[config.mk]
export PLATFORM = sky130hd
export DESIGN_NAME = voice_slot_allocator_unit
export DESIGN_NICKNAME = d
export VERILOG_FILES = /design/src/rtl/vsa_pkg.sv /design/src/rtl/voice_slot_allocator_unit.sv /design/src/rtl/vsa_cfg.sv /design/src/rtl/vsa_dp.sv /design/src/rtl/vsa_ctrl.sv
export SDC_FILE = /design/constraint.sdc
export NUM_CORES = 2
export LEC_CHECK = 0
export BUFFER_PORTS_ARGS = -buffer_cell sky130_fd_sc_hd__buf_2
export CAP_MARGIN = 25
export CORE_UTILIZATION = 55
export CTS_CLUSTER_SIZE = 20
export DETAILED_ROUTE_END_ITERATION = 10
export GPL_ROUTABILITY_DRIVEN = 0
export PLACE_DENSITY = 0.74
export SLEW_MARGIN = 30
export SYNTH_ARGS = -nofsm -noshare
export SYNTH_HDL_FRONTEND = slang
export SYNTH_SLANG_ARGS = --single-unit
[constraint.sdc]
create_clock -name clk -period 18 [get_ports clk]
set_input_delay 3.6 -clock clk [delete_from_list [all_inputs] [get_ports clk]]
set_output_delay 3.6 -clock clk [all_outputs]
set_load 0.05 [all_outputs]
[src/rtl/vsa_pkg.sv]
// Shared types, codes and widths for the voice slot allocator.
// No dependencies.
package vsa_pkg;

    localparam int VOICES_DEF = 32;

    localparam int MODE_W     = 2;
    localparam int SND_W      = 16;
    localparam int GAIN_W     = 16;
    localparam int CAP_W      = 6;
    localparam int REL_W      = 5;
    localparam int STATUS_W   = 3;
    localparam int SLOT_OUT_W = 5;
    localparam int COUNT_W    = 6;
    localparam int STEAL_W    = 32;
    localparam int AGE_W      = 40;

    localparam int APB_AW     = 3;
    localparam int APB_DW     = 32;

    localparam logic [GAIN_W-1:0] THRESH_RESET = 16'd1;
    localparam logic              REG_THRESHOLD = 1'b0;

    typedef enum logic [MODE_W-1:0] {
        MODE_PLAY     = 2'd0,
        MODE_RELEASE  = 2'd1,
        MODE_STOP_ALL = 2'd2
    } vsa_mode_t;

    typedef enum logic [STATUS_W-1:0] {
        ST_FREE        = 3'd0,
        ST_STOLE_OWN   = 3'd1,
        ST_STOLE_QUIET = 3'd2,
        ST_TOO_QUIET   = 3'd3,
        ST_REFUSED     = 3'd4,
        ST_DONE        = 3'd5
    } vsa_status_t;

    typedef enum logic [1:0] {
        S_IDLE,
        S_SCAN,
        S_FINISH
    } vsa_state_t;

    typedef struct packed {
        logic accept;
        logic scan_issue;
        logic commit;
    } vsa_cmd_t;

    typedef struct packed {
        logic need_scan;
        logic scan_done;
        logic out_free;
    } vsa_stat_t;

endpackage

[src/rtl/voice_slot_allocator_unit.sv]
// Top level of the voice slot allocator: APB registers, controller and datapath.
// Depends on vsa_pkg, vsa_cfg, vsa_ctrl and vsa_dp.
//
// One word is taken at a time. A play request at or above the audible threshold
// scans the whole slot table through its single memory read port, one slot per
// cycle, before its result is committed; a quiet play request, a release or a
// stop-all goes from acceptance straight to commit. The next word is accepted
// from the cycle after the result is committed. The result sits in an output
// register, so the next word is accepted while it waits; a result still untaken
// holds back the commit of the following word.
// Active bits are flip-flops cleared by reset, so no clearing pass follows reset.
module voice_slot_allocator_unit #(
    parameter int VOICES = vsa_pkg::VOICES_DEF
) (
    input  logic                           clk,
    input  logic                           rst_n,
    input  logic                           psel,
    input  logic                           penable,
    input  logic                           pwrite,
    input  logic [vsa_pkg::APB_AW-1:0]     paddr,
    input  logic [vsa_pkg::APB_DW-1:0]     pwdata,
    output logic [vsa_pkg::APB_DW-1:0]     prdata,
    output logic                           pready,
    input  logic                           in_valid,
    output logic                           in_ready,
    input  logic [vsa_pkg::MODE_W-1:0]     mode,
    input  logic [vsa_pkg::SND_W-1:0]      sound_id,
    input  logic [vsa_pkg::GAIN_W-1:0]     gain,
    input  logic [vsa_pkg::CAP_W-1:0]      instance_cap,
    input  logic [vsa_pkg::REL_W-1:0]      release_slot,
    output logic                           out_valid,
    input  logic                           out_ready,
    output logic [vsa_pkg::STATUS_W-1:0]   status,
    output logic [vsa_pkg::SLOT_OUT_W-1:0] slot,
    output logic [vsa_pkg::COUNT_W-1:0]    active_count,
    output logic [vsa_pkg::STEAL_W-1:0]    steal_total
);
    import vsa_pkg::*;

    logic [GAIN_W-1:0] threshold;
    vsa_cmd_t          cmd;
    vsa_stat_t         stat;

    vsa_cfg u_cfg (
        .clk       (clk),
        .rst_n     (rst_n),
        .psel      (psel),
        .penable   (penable),
        .pwrite    (pwrite),
        .paddr     (paddr),
        .pwdata    (pwdata),
        .prdata    (prdata),
        .pready    (pready),
        .threshold (threshold)
    );

    vsa_ctrl u_ctrl (
        .clk      (clk),
        .rst_n    (rst_n),
        .in_valid (in_valid),
        .in_ready (in_ready),
        .stat     (stat),
        .cmd      (cmd)
    );

    vsa_dp #(
        .VOICES (VOICES)
    ) u_dp (
        .clk          (clk),
        .rst_n        (rst_n),
        .cmd          (cmd),
        .stat         (stat),
        .threshold    (threshold),
        .mode         (mode),
        .sound_id     (sound_id),
        .gain         (gain),
        .instance_cap (instance_cap),
        .release_slot (release_slot),
        .out_ready    (out_ready),
        .out_valid    (out_valid),
        .status       (status),
        .slot         (slot),
        .active_count (active_count),
        .steal_total  (steal_total)
    );

    a_one_word: assert property (@(posedge clk) disable iff (!rst_n)
        in_valid && in_ready |=> !in_ready)
        else $error("second word accepted while one is in flight");

    a_commit_room: assert property (@(posedge clk) disable iff (!rst_n)
        cmd.commit |-> stat.out_free)
        else $error("result committed over an untaken result");

    a_commit_shows: assert property (@(posedge clk) disable iff (!rst_n)
        cmd.commit |=> out_valid && in_ready)
        else $error("commit did not present a result and return to idle");

    a_valid_source: assert property (@(posedge clk) disable iff (!rst_n)
        $rose(out_valid) |-> $past(cmd.commit))
        else $error("result appeared without a commit");

endmodule

[src/rtl/vsa_cfg.sv]
// APB register block: holds the audible threshold.
// Depends on vsa_pkg.
module vsa_cfg (
    input  logic                       clk,
    input  logic                       rst_n,
    input  logic                       psel,
    input  logic                       penable,
    input  logic                       pwrite,
    input  logic [vsa_pkg::APB_AW-1:0] paddr,
    input  logic [vsa_pkg::APB_DW-1:0] pwdata,
    output logic [vsa_pkg::APB_DW-1:0] prdata,
    output logic                       pready,
    output logic [vsa_pkg::GAIN_W-1:0] threshold
);
    import vsa_pkg::*;

    logic [GAIN_W-1:0] threshold_reg;
    logic [GAIN_W-1:0] threshold_next;
    logic              hit;

    assign pready = 1'b1;
    assign hit    = (paddr[2] == REG_THRESHOLD);

    always_comb
    begin
        threshold_next = threshold_reg;
        if (psel && penable && pwrite && pready && hit)
        begin
            threshold_next = pwdata[GAIN_W-1:0];
        end
    end

    always_ff @(posedge clk or negedge rst_n)
    begin
        if (!rst_n)
        begin
            threshold_reg <= THRESH_RESET;
        end
        else
        begin
            threshold_reg <= threshold_next;
        end
    end

    assign prdata    = hit ? APB_DW'(threshold_reg) : '0;
    assign threshold = threshold_reg;

endmodule

[src/rtl/vsa_dp.sv]
// Datapath: slot table memory, active bits, scan accumulators, decision and result register.
// Depends on vsa_pkg.
module vsa_dp #(
    parameter int VOICES = vsa_pkg::VOICES_DEF
) (
    input  logic                         clk,
    input  logic                         rst_n,
    input  vsa_pkg::vsa_cmd_t            cmd,
    output vsa_pkg::vsa_stat_t           stat,
    input  logic [vsa_pkg::GAIN_W-1:0]   threshold,
    input  logic [vsa_pkg::MODE_W-1:0]   mode,
    input  logic [vsa_pkg::SND_W-1:0]    sound_id,
    input  logic [vsa_pkg::GAIN_W-1:0]   gain,
    input  logic [vsa_pkg::CAP_W-1:0]    instance_cap,
    input  logic [vsa_pkg::REL_W-1:0]    release_slot,
    input  logic                         out_ready,
    output logic                         out_valid,
    output logic [vsa_pkg::STATUS_W-1:0] status,
    output logic [vsa_pkg::SLOT_OUT_W-1:0] slot,
    output logic [vsa_pkg::COUNT_W-1:0]  active_count,
    output logic [vsa_pkg::STEAL_W-1:0]  steal_total
);
    import vsa_pkg::*;

    localparam int SLOT_W = $clog2(VOICES);
    localparam int CNT_W  = $clog2(VOICES + 1);
    localparam int MEM_W  = SND_W + GAIN_W + AGE_W;
    localparam int CMP_W  = (CNT_W > CAP_W) ? CNT_W : CAP_W;
    localparam int REL_CW = (CNT_W > REL_W) ? CNT_W : REL_W;

    // slot table
    logic [MEM_W-1:0]  slot_mem_reg [VOICES];
    logic [MEM_W-1:0]  rd_data_reg;
    logic [VOICES-1:0] active_reg, active_next;
    logic [CNT_W-1:0]  count_reg, count_next;
    logic [AGE_W-1:0]  next_age_reg, next_age_next;
    logic [STEAL_W-1:0] steals_reg, steals_next;

    // latched request
    logic [MODE_W-1:0] req_mode_reg;
    logic [SND_W-1:0]  req_snd_reg;
    logic [GAIN_W-1:0] req_gain_reg;
    logic [CAP_W-1:0]  req_cap_reg;
    logic [REL_W-1:0]  req_rel_reg;
    logic              req_quiet_reg;

    // scan
    logic [CNT_W-1:0]  rd_cnt_reg;
    logic              cmp_vld_reg;
    logic [SLOT_W-1:0] cmp_idx_reg;
    logic              issue;
    logic [SLOT_W-1:0] rd_addr;

    logic [CNT_W-1:0]  inst_reg, inst_next;
    logic              old_found_reg, old_found_next;
    logic [SLOT_W-1:0] old_idx_reg, old_idx_next;
    logic [AGE_W-1:0]  old_age_reg, old_age_next;
    logic              free_found_reg, free_found_next;
    logic [SLOT_W-1:0] free_idx_reg, free_idx_next;
    logic              q_found_reg, q_found_next;
    logic [SLOT_W-1:0] q_idx_reg, q_idx_next;
    logic [GAIN_W-1:0] q_prio_reg, q_prio_next;
    logic [AGE_W-1:0]  q_age_reg, q_age_next;

    logic              c_act;
    logic [SND_W-1:0]  c_snd;
    logic [GAIN_W-1:0] c_prio;
    logic [AGE_W-1:0]  c_age;

    // decision
    vsa_status_t       dec_status;
    logic [SLOT_W-1:0] pick;
    logic              grant;
    logic              rel_in_range;
    logic [SLOT_W-1:0] rel_idx;

    // result register
    logic                  out_valid_reg, out_valid_next;
    logic [STATUS_W-1:0]   status_reg;
    logic [SLOT_OUT_W-1:0] slot_reg;
    logic [COUNT_W-1:0]    count_out_reg;
    logic [STEAL_W-1:0]    steal_out_reg;

    assign issue   = cmd.scan_issue && (rd_cnt_reg != CNT_W'(VOICES));
    assign rd_addr = rd_cnt_reg[SLOT_W-1:0];

    assign stat.need_scan = (mode == MODE_PLAY) && (gain >= threshold);
    assign stat.scan_done = (rd_cnt_reg == CNT_W'(VOICES)) && !cmp_vld_reg;
    assign stat.out_free  = !out_valid_reg || out_ready;

    assign c_act  = active_reg[cmp_idx_reg];
    assign c_snd  = rd_data_reg[MEM_W-1 -: SND_W];
    assign c_prio = rd_data_reg[AGE_W +: GAIN_W];
    assign c_age  = rd_data_reg[AGE_W-1:0];

    always_comb
    begin
        inst_next       = inst_reg;
        old_found_next  = old_found_reg;
        old_idx_next    = old_idx_reg;
        old_age_next    = old_age_reg;
        free_found_next = free_found_reg;
        free_idx_next   = free_idx_reg;
        q_found_next    = q_found_reg;
        q_idx_next      = q_idx_reg;
        q_prio_next     = q_prio_reg;
        q_age_next      = q_age_reg;
        if (cmd.accept)
        begin
            inst_next       = '0;
            old_found_next  = 1'b0;
            free_found_next = 1'b0;
            q_found_next    = 1'b0;
        end
        else if (cmp_vld_reg)
        begin
            if (c_act && (c_snd == req_snd_reg))
            begin
                inst_next = inst_reg + 1'b1;
                if (!old_found_reg || (c_age < old_age_reg))
                begin
                    old_found_next = 1'b1;
                    old_idx_next   = cmp_idx_reg;
                    old_age_next   = c_age;
                end
            end
            if (!c_act && !free_found_reg)
            begin
                free_found_next = 1'b1;
                free_idx_next   = cmp_idx_reg;
            end
            if ((c_prio <= req_gain_reg) &&
                (!q_found_reg || (c_prio < q_prio_reg) ||
                 ((c_prio == q_prio_reg) && (c_age < q_age_reg))))
            begin
                q_found_next = 1'b1;
                q_idx_next   = cmp_idx_reg;
                q_prio_next  = c_prio;
                q_age_next   = c_age;
            end
        end
    end

    assign rel_in_range = REL_CW'(req_rel_reg) < REL_CW'(VOICES);
    assign rel_idx      = SLOT_W'(req_rel_reg);

    always_comb
    begin
        dec_status = ST_DONE;
        pick       = '0;
        grant      = 1'b0;
        unique case (req_mode_reg)
            MODE_PLAY:
            begin
                if (req_quiet_reg)
                begin
                    dec_status = ST_TOO_QUIET;
                end
                else if ((req_cap_reg != '0) && old_found_reg &&
                         (CMP_W'(inst_reg) >= CMP_W'(req_cap_reg)))
                begin
                    dec_status = ST_STOLE_OWN;
                    pick       = old_idx_reg;
                    grant      = 1'b1;
                end
                else if (free_found_reg)
                begin
                    dec_status = ST_FREE;
                    pick       = free_idx_reg;
                    grant      = 1'b1;
                end
                else if (q_found_reg)
                begin
                    dec_status = ST_STOLE_QUIET;
                    pick       = q_idx_reg;
                    grant      = 1'b1;
                end
                else
                begin
                    dec_status = ST_REFUSED;
                end
            end
            default:
            begin
                dec_status = ST_DONE;
            end
        endcase
    end

    always_comb
    begin
        active_next   = active_reg;
        count_next    = count_reg;
        next_age_next = next_age_reg;
        steals_next   = steals_reg;
        if (cmd.commit)
        begin
            unique case (req_mode_reg)
                MODE_PLAY:
                begin
                    if (grant)
                    begin
                        active_next[pick] = 1'b1;
                        next_age_next     = next_age_reg + 1'b1;
                        if (dec_status == ST_FREE)
                        begin
                            count_next = count_reg + 1'b1;
                        end
                        else
                        begin
                            steals_next = steals_reg + 1'b1;
                        end
                    end
                end
                MODE_RELEASE:
                begin
                    if (rel_in_range && active_reg[rel_idx])
                    begin
                        active_next[rel_idx] = 1'b0;
                        count_next           = count_reg - 1'b1;
                    end
                end
                MODE_STOP_ALL:
                begin
                    active_next = '0;
                    count_next  = '0;
                end
                default:
                begin
                    active_next = active_reg;
                end
            endcase
        end
    end

    always_comb
    begin
        out_valid_next = out_valid_reg;
        if (out_valid_reg && out_ready)
        begin
            out_valid_next = 1'b0;
        end
        if (cmd.commit)
        begin
            out_valid_next = 1'b1;
        end
    end

    always_ff @(posedge clk or negedge rst_n)
    begin
        if (!rst_n)
        begin
            active_reg    <= '0;
            count_reg     <= '0;
            next_age_reg  <= '0;
            steals_reg    <= '0;
            rd_cnt_reg    <= '0;
            cmp_vld_reg   <= 1'b0;
            out_valid_reg <= 1'b0;
        end
        else
        begin
            active_reg    <= active_next;
            count_reg     <= count_next;
            next_age_reg  <= next_age_next;
            steals_reg    <= steals_next;
            cmp_vld_reg   <= issue;
            out_valid_reg <= out_valid_next;
            if (cmd.accept)
            begin
                rd_cnt_reg <= '0;
            end
            else if (issue)
            begin
                rd_cnt_reg <= rd_cnt_reg + 1'b1;
            end
        end
    end

    always_ff @(posedge clk)
    begin
        if (issue)
        begin
            rd_data_reg <= slot_mem_reg[rd_addr];
        end
        if (cmd.commit && grant)
        begin
            slot_mem_reg[pick] <= {req_snd_reg, req_gain_reg, next_age_reg};
        end
    end

    always_ff @(posedge clk)
    begin
        cmp_idx_reg    <= rd_addr;
        inst_reg       <= inst_next;
        old_found_reg  <= old_found_next;
        old_idx_reg    <= old_idx_next;
        old_age_reg    <= old_age_next;
        free_found_reg <= free_found_next;
        free_idx_reg   <= free_idx_next;
        q_found_reg    <= q_found_next;
        q_idx_reg      <= q_idx_next;
        q_prio_reg     <= q_prio_next;
        q_age_reg      <= q_age_next;
        if (cmd.accept)
        begin
            req_mode_reg  <= mode;
            req_snd_reg   <= sound_id;
            req_gain_reg  <= gain;
            req_cap_reg   <= instance_cap;
            req_rel_reg   <= release_slot;
            req_quiet_reg <= (gain < threshold);
        end
        if (cmd.commit)
        begin
            status_reg    <= dec_status;
            slot_reg      <= SLOT_OUT_W'(pick);
            count_out_reg <= COUNT_W'(count_next);
            steal_out_reg <= steals_next;
        end
    end

    assign out_valid    = out_valid_reg;
    assign status       = status_reg;
    assign slot         = slot_reg;
    assign active_count = count_out_reg;
    assign steal_total  = steal_out_reg;

endmodule

[src/rtl/vsa_ctrl.sv]
// Controller: sequences accept, table scan and commit of one word at a time.
// Depends on vsa_pkg.
module vsa_ctrl (
    input  logic               clk,
    input  logic               rst_n,
    input  logic               in_valid,
    output logic               in_ready,
    input  vsa_pkg::vsa_stat_t stat,
    output vsa_pkg::vsa_cmd_t  cmd
);
    import vsa_pkg::*;

    vsa_state_t state_reg, state_next;

    always_ff @(posedge clk or negedge rst_n)
    begin
        if (!rst_n)
        begin
            state_reg <= S_IDLE;
        end
        else
        begin
            state_reg <= state_next;
        end
    end

    always_comb
    begin
        state_next = state_reg;
        cmd        = '0;
        in_ready   = 1'b0;
        unique case (state_reg)
            S_IDLE:
            begin
                in_ready = 1'b1;
                if (in_valid)
                begin
                    cmd.accept = 1'b1;
                    state_next = stat.need_scan ? S_SCAN : S_FINISH;
                end
            end
            S_SCAN:
            begin
                cmd.scan_issue = 1'b1;
                if (stat.scan_done)
                begin
                    state_next = S_FINISH;
                end
            end
            S_FINISH:
            begin
                if (stat.out_free)
                begin
                    cmd.commit = 1'b1;
                    state_next = S_IDLE;
                end
            end
            default:
            begin
                state_next = S_IDLE;
            end
        endcase
    end

endmodule
* After elaboration in Yosys (flattened, before gate mapping)
Memories as Yosys holds them, arrays and structs flattened. A register that Yosys moved wholly into a read port is not among the register bits.
Index checks and enable logic that the tools add are counted.
Widths: inputs -> output; s select.
** Word-level totals
- Register bits :: 353
- RAM bits :: 2304
- Output and inout port bits :: 81
- Word-level logic and storage cells :: 164
- Memories :: 1
** Memory list
- u_dp.slot_mem_reg :: words 32, bits a word 72, read ports 1, clocked after memory_dff 1, write ports 1, RTL line vsa_dp.sv:32 : logic [MEM_W-1:0] slot_mem_reg [VOICES];
** Operators by class
- Add/sub/neg operators :: 6
- Magnitude comparators :: 12
- Equality and inequality tests :: 13
- Mux-type cells :: 53
- Bitwise gates (word level) :: 5
- Reduce and logical (&&, ||, !) cells :: 44
** Operators with widths (number)
- $mux 32 :: 6
- $pmux 32 s3 :: 1
- $lt 40x40->1 :: 2
- $add 40x1->40 const B :: 1
- $mux 6 :: 6
- $add 32x1->32 const B :: 1
- $and 32x32->32 :: 1
- $eq 16x16->1 :: 2
- $lt 16x16->1 :: 2
- $not 32->32 :: 1
- $or 32x32->32 :: 1
- $mux 5 :: 5
- $mux 1 :: 19
- $add 6x1->6 const B :: 3
- $lt 5x6->1 const B :: 3
- $pmux 6 s3 :: 1
- $ge 16x16->1 :: 1
- $le 16x16->1 :: 1
- $logic_and 1x1->1 :: 16
- $mux 16 :: 1
- $mux 3 :: 5
- $reduce_and 3->1 :: 5
- $bmux 1 s5 :: 2
- $demux 1 s5 :: 2
- other kinds (21) :: 45

* Logic depth before layout (Yosys ltp)
- Word-level depth :: 13
- Gate-level depth with buffers :: 13
- Depth with buffers taken out :: 9

* By module
A second synthesis with hierarchy kept.
** Second synthesis, totals
- Cell total of the unflattened synthesis :: 4900
- Area total of the unflattened synthesis :: 106998.9 um^2
** Modules (own cells, without submodules)
- vsa_dp :: times used 1, cells each 4817, area an instance 105971.6 um^2, sequential area each 80677.4 um^2
- vsa_cfg :: times used 1, cells each 70, area an instance 900.9 um^2, sequential area each 401.6 um^2
- vsa_ctrl :: times used 1, cells each 13, area an instance 126.4 um^2, sequential area each 50.0 um^2

* Least setup slack after synthesis
OpenSTA, ideal clock, no wires.
- Kind :: input to register
- Start :: input out_ready
- End :: memory u_dp.slot_mem_reg[13][0] (netlist bit) (enable)
- Library setup time :: 503 ps
- Arrival time :: 7924 ps
- Required time :: 17497 ps
- Slack :: 9573 ps
- Stages on the path :: 7
- Path buffers :: 1
- Cells stage by stage :: nand2b_1 > nand2b_1 > nor2_1 > a21boi_0 > clkbuf_1 > nand3_1 > nor2_1
** On the way
- Word-level cells in the longest chain between the ends :: 6
** Ends and longest elaborated chain
- start: declaration :: RTL line voice_slot_allocator_unit.sv:32 : input logic out_ready,
- $logic_or 1x1->1 :: RTL line vsa_dp.sv:89 : assign stat.out_free = !out_valid_reg || out_ready;
- $mux 1 :: RTL line vsa_ctrl.sv:52 : if (stat.out_free)
- $mux 1 :: RTL line vsa_ctrl.sv:32 : unique case (state_reg)
- $logic_and 1x1->1 :: RTL line vsa_dp.sv:286 : if (cmd.commit && grant)
- $mux 1 :: RTL line vsa_dp.sv:286
- $mux 1 (not written as such) :: RTL line vsa_dp.sv:288 : slot_mem_reg[pick] <= {req_snd_reg, req_gain_reg, next_age_reg};
- end: declaration :: RTL line vsa_dp.sv:32
Every way passes these cells.

* Final worst setup path
- Start :: input paddr[2] (netlist bit)
- End :: output prdata[10] (netlist bit)
** On the way
- Word-level cells in the longest chain between the ends :: 1
** Ends and longest elaborated chain
- start: declaration :: RTL line voice_slot_allocator_unit.sv:20 : input logic [vsa_pkg::APB_AW-1:0] paddr,
- $mux 16 :: RTL line vsa_cfg.sv:45 : assign prdata = hit ? APB_DW'(threshold_reg) : '0;
- end: declaration :: RTL line voice_slot_allocator_unit.sv:22 : output logic [vsa_pkg::APB_DW-1:0] prdata,
Every way passes these cells.

==> run metrics <==
commonest cells in the netlist=edfxtp_1 (2579), mux4_2 (730), inv_1 (150); share of synthesized registers carrying an async set or reset=0.0498; Root Driver=clkbuf_16; count of final hold-check violations=0; CTS Sinks=2729; count of input and output buffers=132; CP required=14400 ps; fin crit period=7810 ps; RSZ-0062 raised after global routing=no; clk slew on worst S/H paths=60 ps; Yosys cell types=76; largest area contributor in the netlist=edfxtp_1; Post-DRT Antenna Nets=0; drt initial violations=6572; Core ar.=0.193 mm²; CP delay by family, top=buffers and inverters; Max Slew Vio Count=0; Max IR drop VDD=111 µV; worst slew pin tran=1030 ps; syn avg cell area=21.8 µm²; layout net count=5483; Post-synth EDFFs=2579; Vias/cell=6.50; Crit. End Element=output port; PostCTS Resize Cnt=0; total CTS buffers=277; # DRC=0; total of max-cap violations=0; Initial Utilization=0.555; I/O pin total=168; Pleak=0.0409 µW; Place WS=10120 ps; CTS Buffer Depth=4; Post-synth top flop=edfxtp_1; first-pass GRT wire length=354 mm; Detail Placement HPWL=126 mm; cells taking the most area after synthesis=edfxtp_1 (72%), mux4_2 (15%), dfrtp_1 (3.2%), ha_1 (1.7%), mux2_2 (0.98%); CP startpoint kind=primary input; crit-path most repeated cell=buf_2; most frequent cell after synthesis=edfxtp_1; critical path type=primary input to output port; status=finished, final reports clean; placed cells=7476; mapped cell area=0.107 mm²; Layout Cells excl Fill=7967; max_slew headroom=0.313; Rows=161; Detailed Routing Iterations Pass 1=6; CTS tree=yes; critical path's slowest cell=buf_2; initial antenna violation count=6; largest net degree at the start of global routing=120; Synth top area share=0.724; worst-skew pair later-pin latency=910 ps; setup ws final=10190 ps; total track usage=0.248; Hold WC Path Type=register to register; worst stage delay on the critical path=280 ps; number of post-CTS setup repair buffers=0; H-tree levels=5; WP buf/inv=2; Largest register FFs=2304; CP Cell Sequence=buf_2, nor2_1, buf_2; vias in the first global route=52000; global route total overflow=0; Max Clk Rate=128 MHz; Clock Skew=60.6 ps; Routed Wire Length=243 mm; Crit Path Max Fanout=17; # hold bufs at CTS=0; Ys Warns=0; total die area=0.196 mm²; vias post-DR=51800; Synth Register Bits=2729; period utilisation layout=0.434; area delta synth->final=12.2%; post-synthesis sequential area ratio=0.758; Mapped Cells=4909; die height=443 µm; Worst Path Arrival=4210 ps; endpoints failing setup=0; pwr dens=115 mW/mm²; share of layout cells above drive strength 1=0.287; total negative setup slack=0 ps; Die Width=443 µm; Avg WL per Cell=30.5 µm
[path summary, 6_finish.rpt]
check                                startpoint                         to  slack [ps]  cells past startpoint
min in group asynchronous                 rst_n             u_dp.out_valid        2630                      1
max reg2reg                 u_dp.req_cap_reg[3]  u_dp.slot_mem_reg[28][37]       12680                     11
min reg2reg                u_dp.rd_data_reg[40]         u_dp.q_prio_reg[0]         470                      0
max                                    paddr[2]                 prdata[10]       10190                      3
min                        u_dp.rd_data_reg[40]         u_dp.q_prio_reg[0]         470                      0
max in group asynchronous                 rst_n      u_dp.next_age_reg[26]       13810                      3
[metal layers]
metal / track usage / part of all wire
met2: 0.387 / 0.48
met4: 0.0631 / 0.021
met1: 0.367 / 0.40
met3: 0.0453 / 0.10
met5: 0 / 0.000045
[logic make-up after synthesis]
group	synth area share
and+or+nand+nor	0.0207
xor gates and xnor gates	0.00786
AOI/OAI and AO/OA	0.0154
other	0.0000702
DFF	0.758
adders and majority gates	0.0167
buffers and inverters	0.0151
muxes	0.166
[stage by stage]
stage / instance area, µm² / hold WS, ps / total power, µW / util
final: 120000 / 466 / 13800 / 0.623
after CTS: 120000 / 464 / 13900 / 0.620
after global routing: 120000 / 481 / 14200 / 0.623
after floorplan: 107000 / 345 / 8280 / -
after global placement: 111000 / 441 / 8570 / 0.576
after detailed placement: 111000 / 446 / 8610 / 0.578
[cells in the final DEF, fill, tap and decap left out, types with 15 or more instances in the layout]
cell       instances
a21o_1            16
a21oi_1           37
and3_1            16
buf_2            131
buf_4             97
buf_6             31
clkbuf_1          72
clkbuf_16        284
clkinv_1          42
clkinv_2          40
conb_1            17
dfrtp_1           98
dfrtp_2           32
edfxtp_1        2579
ha_1             141
inv_1            149
mux2_2            93
mux2i_1           23
mux4_2           730
nand2_1          100
nand3_1           55
nand4_1           45
nor2_1            81
nor2_4            32
nor3_1            26
nor4_1            15
o21ai_0           96
o21ai_1           27
xnor2_1           55
xor2_1            41
[layout make-up]
class	instances	area, µm²
Antenna cell	2	5.00
Clock buffer	364	7490
Clock inverter	101	707
Fill cell	12500	72800
Inverter	152	572
Multi-Input combinational cell	1809	24600
Sequential cell	2729	81200
Tap cell	2526	3160
Timing Repair Buffer	284	2270
[where the power goes]
| part | leakage (µW) | switching (µW) | internal, µW | total (µW) |
|---|---|---|---|---|
| Combinational | 0.00903 | 734 | 555 | 1290 |
| Sequential | 0.0278 | 114 | 7090 | 7200 |
| Clock | 0.00400 | 2280 | 3030 | 5310 |
No activity file was read; power rests on OpenSTA's default activity.
